==> src/hdl/ks_pkg.sv <==
`timescale 1ns / 1ps
// ----------------------------------------------------------------------------
// ks_pkg: shared definitions for the keyed record sorter
// Default sizes, the key width and the per-cell control bundle.
// ----------------------------------------------------------------------------
package ks_pkg;

	localparam int MAX_ITEMS_DEF    = 64;
	localparam int PAYLOAD_BITS_DEF = 32;
	localparam int KEY_BITS         = 32;

	typedef struct packed {
		logic load;   // insert the incoming record into the chain
		logic shift;  // move every cell one place toward the head
	} ks_ctrl_t;

endpackage

==> src/hdl/ks_cell.sv <==
`timescale 1ns / 1ps
// ----------------------------------------------------------------------------
// ks_cell: one compare cell of the sorting chain
// Holds one record. On load it keeps its record, takes its left neighbor's
// or takes the new record. On shift it takes its right neighbor's record.
// ----------------------------------------------------------------------------
module ks_cell #(
	parameter int PAYLOAD_BITS = ks_pkg::PAYLOAD_BITS_DEF
) (
	input  logic                         clk,
	input  logic                         arst_n,
	input  ks_pkg::ks_ctrl_t             ctrl,
	input  logic [ks_pkg::KEY_BITS-1:0]  new_key,
	input  logic [PAYLOAD_BITS-1:0]      new_payload,
	input  logic                         prev_gt,
	input  logic                         prev_valid,
	input  logic [ks_pkg::KEY_BITS-1:0]  prev_key,
	input  logic [PAYLOAD_BITS-1:0]      prev_payload,
	input  logic                         next_valid,
	input  logic [ks_pkg::KEY_BITS-1:0]  next_key,
	input  logic [PAYLOAD_BITS-1:0]      next_payload,
	output logic                         gt,
	output logic                         valid,
	output logic [ks_pkg::KEY_BITS-1:0]  cell_key,
	output logic [PAYLOAD_BITS-1:0]      cell_payload
);

	logic                        valid_q;
	logic [ks_pkg::KEY_BITS-1:0] key_q;
	logic [PAYLOAD_BITS-1:0]     payload_q;

	// empty cells count as greater, so the chain reads 0..0 1..1
	assign gt = !valid_q || (key_q > new_key);

	always_ff @(posedge clk or negedge arst_n) begin
		if (!arst_n) begin
			valid_q <= 1'b0;
		end else if (ctrl.load && gt) begin
			valid_q <= prev_gt ? prev_valid : 1'b1;
		end else if (ctrl.shift) begin
			valid_q <= next_valid;
		end
	end

	always_ff @(posedge clk) begin
		if (ctrl.load && gt) begin
			key_q     <= prev_gt ? prev_key : new_key;
			payload_q <= prev_gt ? prev_payload : new_payload;
		end else if (ctrl.shift) begin
			key_q     <= next_key;
			payload_q <= next_payload;
		end
	end

	assign valid        = valid_q;
	assign cell_key     = key_q;
	assign cell_payload = payload_q;

endmodule

==> config.mk <==
export PLATFORM = sky130hd
export DESIGN_NAME = ks_cell
export DESIGN_NICKNAME = d
export VERILOG_FILES = /design/src/hdl/ks_pkg.sv /design/src/hdl/ks_cell.sv
export SDC_FILE = /design/constraint.sdc
export NUM_CORES = 1
export LEC_CHECK = 0
export ABC_AREA = 1
export BUFFER_PORTS_ARGS = -buffer_cell sky130_fd_sc_hd__buf_2
export CORE_MARGIN = 3
export CORE_UTILIZATION = 45
export CTS_CLUSTER_SIZE = 14
export DETAILED_ROUTE_END_ITERATION = 10
export PLACE_DENSITY_LB_ADDON = 0.08
export SYNTH_ARGS = -nofsm -noshare
export SYNTH_HDL_FRONTEND = slang
export SYNTH_SLANG_ARGS = --single-unit
==> constraint.sdc <==
create_clock -name clk -period 3.6 [get_ports clk]
set_input_delay 0.36 -clock clk [delete_from_list [all_inputs] [get_ports clk]]
set_output_delay 0.36 -clock clk [all_outputs]
set_load 0.02 [all_outputs]
==> flow_metrics.env <==
export IMPL_start_util_pct=47.3
export IMPL_muxShareOfSynthArea_pct=7.38
export IMPL_drive_above_1_share_pct=51.5
export IMPL_syn_area_per_cell_um2=9.56
export IMPL_coreArea_mm2=0.00946
export IMPL_grt_overflow=0
export IMPL_syn_to_final_growth_pct=36.2
export IMPL_place_ws_ps=938
export IMPL_drtIter0Drc=141
export IMPL_syn_inst=468
export IMPL_first_pass_iters=4
export IMPL_cp_data_arrival_time_ps=2790
export IMPL_multi_input_area_mm2=0.00221
export IMPL_dieArea_mm2=0.0112
export IMPL_cts_hold_buf=1
export IMPL_power_share_clock_pct=25.6
export IMPL_clk_insertion_delay_late_ps=340
export IMPL_grtUsageTotal_pct=21.5
export IMPL_setup_viol=0
export IMPL_hold_viol=0
export IMPL_p_switching_w=0.00103
export IMPL_cts_root_buffer="clkbuf_8"
export IMPL_p_leak_nw=3.13
export IMPL_path_class="flop to flop"
export IMPL_ctsResizeCount=0
export IMPL_p_seq_share_pct=37.8
export IMPL_path_max_fanout=130
export IMPL_status="finished clean"
export IMPL_synthFlopType="edfxtp_1"
export IMPL_end_kind="flop"
export IMPL_drcViolationCount=0
export IMPL_ys_async_sr_fraction_pct=1.54
export IMPL_yosysSeqAreaShare_pct=43.5
export IMPL_via_per_inst=4.77
export IMPL_die_y_um=106
export IMPL_place_congestion=0.834
export IMPL_max_cap_violations=0
export IMPL_nNetsFinal=956
export IMPL_cts_buffers=9
export IMPL_setup_tns_ps=0
export IMPL_dieWidth_um=106
export IMPL_slew_headroom_pct=50.1
export IMPL_clkSinkCount=65
export IMPL_ys_ff_latch=65
export IMPL_routed_wl_um=12400
export IMPL_internal_power_w=0.00189
export IMPL_final_max_slew_viol_count=0
export IMPL_grt_pass1_vias=4224
export IMPL_hpwlAfterDp_um=9760
export IMPL_cp_required_ps=3780
export IMPL_grt_max_degree=131
export IMPL_rsz0062_at_grt="no"
export IMPL_hold_path_class="primary input to flop"
export IMPL_synth_top_family_by_area="simple AND/OR/NAND/NOR gates"
export IMPL_portBuffers=264
export IMPL_nFillCells=845
export IMPL_grt_antenna_before_repair=1
export IMPL_synth_xor_area_share_pct=0
export IMPL_yosysWarnings=0
export IMPL_yosys_area_share_adder_pct=8.95
export IMPL_ant_nets=0
export IMPL_tightest_slew_ps=748
export IMPL_synth_edf_count=64
export IMPL_finalPower_w=0.00292
export IMPL_grt_pass1_wl_um=19000
export IMPL_std_cell_rows=35
export IMPL_pwr_share_comb_pct=36.6
export IMPL_clk_pin_slew_ps=70
export IMPL_pin_count=265
export IMPL_power_density_mw_per_mm2=480
export IMPL_synthSimpleGateAreaFrac_pct=16.4
export IMPL_vias=4103
export IMPL_cts_htree_levels=3
export IMPL_area_sequential_mm2=0.00195
export IMPL_clock_skew_ps=8.78
export IMPL_synth_area_mm2=0.00447
export IMPL_placed_area_mm2=0.00585
export IMPL_synth_compound_area_share_pct=16.3
export IMPL_ir_drop_v=0.000269
export IMPL_whs_ps=293
export IMPL_design_area_mm2=0.00609
export IMPL_fmax_mhz=384
export IMPL_tritoncts="built"
export IMPL_min_period_ps=2610
export IMPL_ys_types=23
export IMPL_post_cts_repair_setup_buffers=0
export IMPL_wire_per_inst_um=14.4
export IMPL_setup_slack_ps=995
export IMPL_fin_crit_sh_pct=72.4
export IMPL_syn_num_nets=699
export IMPL_crit_path_start_kind="flop"
export IMPL_swShare_pct=35.4
export IMPL_clk_path_buf_depth=2
-- cell families (layout without fill, tap and decap cells) --
kind of cell | after synthesis | in the layout
buffers and inverters | 66 | 328
and+or+nand+nor | 160 | 160
adders and majority gates | 32 | 32
muxes | 33 | 33
DFF | 65 | 65
other | 0 | 1
AOI/OAI and AO/OA | 112 | 112
-- state kept, by name, summed over array words and instances (netlist names) --
name / flops
valid: 1
cell_payload: 32
cell_key: 32
-- worst paths after layout --
kind	cells after the start	startpoint	slack [ps]	endpoint
min in group asynchronous	2	arst_n	340	valid
max	15	cell_key[17]	990	cell_payload[23]
max in group asynchronous	2	arst_n	3180	valid
min	3	next_key[21]	290	cell_key[21]
max reg2reg	15	cell_key[17]	990	cell_payload[23]
min reg2reg	2	valid	580	valid
-- synth_stat cells (2+ instances only) --
library cell / count / share of area [%]
nor2_2: 2 / 0.28
o21ai_0: 33 / 3.7
buf_2: 3 / 0.34
nand3_1: 4 / 0.45
o21ai_2: 44 / 8.6
clkbuf_1: 10 / 0.84
clkinv_1: 2 / 0.17
nand2_2: 45 / 6.3
ha_1: 32 / 8.9
nand2_1: 95 / 8.0
mux2i_1: 33 / 7.4
edfxtp_1: 64 / 43
inv_1: 40 / 3.4
a21oi_1: 13 / 1.5
nand4_1: 2 / 0.28
o21ai_1: 20 / 2.2
buf_6: 10 / 2.5
nor2_1: 11 / 0.92
-- cell type report --
cell class | instances | area share (%)
well taps | 129 | 2.65
flip-flops and latches | 65 | 32.0
multi-input cells | 337 | 36.2
clock buffers | 10 | 2.09
inverters | 42 | 2.59
clock inverters | 6 | 1.75
diodes | 1 | 0.0411
repair buffers | 270 | 22.7
-- per-stage QoR --
step | cells | utilization [%]
2_1_floorplan | 468 | -
3_3_place_gp | 842 | 61.8
3_5_place_dp | 842 | 61.8
4_1_cts | 859 | 64.4
5_1_grt | 860 | 64.4
6_report | 860 | 64.4
-- metal layers --
metal	track usage [%]	vias to the layer above	share of wire (%)
li1	-	2114	-
met1	22.2	1799	37
met2	39.6	163	52
met3	7.16	27	8.6
met4	8.88	0	2.9
met5	0	-	0
-- power by group through the flow --
stage	logic (W)	registers (W)	clock network (W)
2_1_floorplan	0.000540	0.00132	0
3_3_place_gp	0.00106	0.00111	0
3_5_place_dp	0.00108	0.00112	0
4_1_cts	0.00109	0.00111	0.000761
5_1_grt	0.00119	0.00112	0.000789
6_report	0.00107	0.00110	0.000749
-- worst max-delay path, stage by stage, from the launching register on --
cell      delay (ps)
edfxtp_1         420
ha_1             310
nand2_1           70
nand2_1           60
nand2_1           60
nand2_1           50
nand2_1           50
nand3_1           70
a21oi_1          160
nand2_1           70
nand2_1           70
nand2_2          110
nand2_8           80
buf_12           530
nand2_1          130
o21ai_1          110
-- cells in the final DEF, fill, tap and decap left out --
| master | n |
|---|---|
| nand2_8 | 1 |
| o21ai_2 | 44 |
| clkbuf_1 | 1 |
| dfrtp_1 | 1 |
| inv_1 | 40 |
| nor2_1 | 11 |
| nand2_2 | 46 |
| a21oi_1 | 13 |
| buf_12 | 1 |
| ha_1 | 32 |
| nand4_1 | 2 |
| buf_2 | 264 |
| mux2i_1 | 33 |
| o21ai_1 | 20 |
| a21o_1 | 1 |
| o21a_1 | 1 |
| nand3_1 | 4 |
| diode_2 | 1 |
| clkinvlp_4 | 1 |
| edfxtp_1 | 64 |
| clkinv_1 | 3 |
| dlygate4sd3_1 | 1 |
| clkinv_2 | 1 |
| clkbuf_8 | 9 |
| o21ai_0 | 33 |
| buf_4 | 4 |
| nor2_2 | 2 |
| nand2_1 | 94 |
| bufinv_16 | 3 |
(Power assumes the default switching activity.)
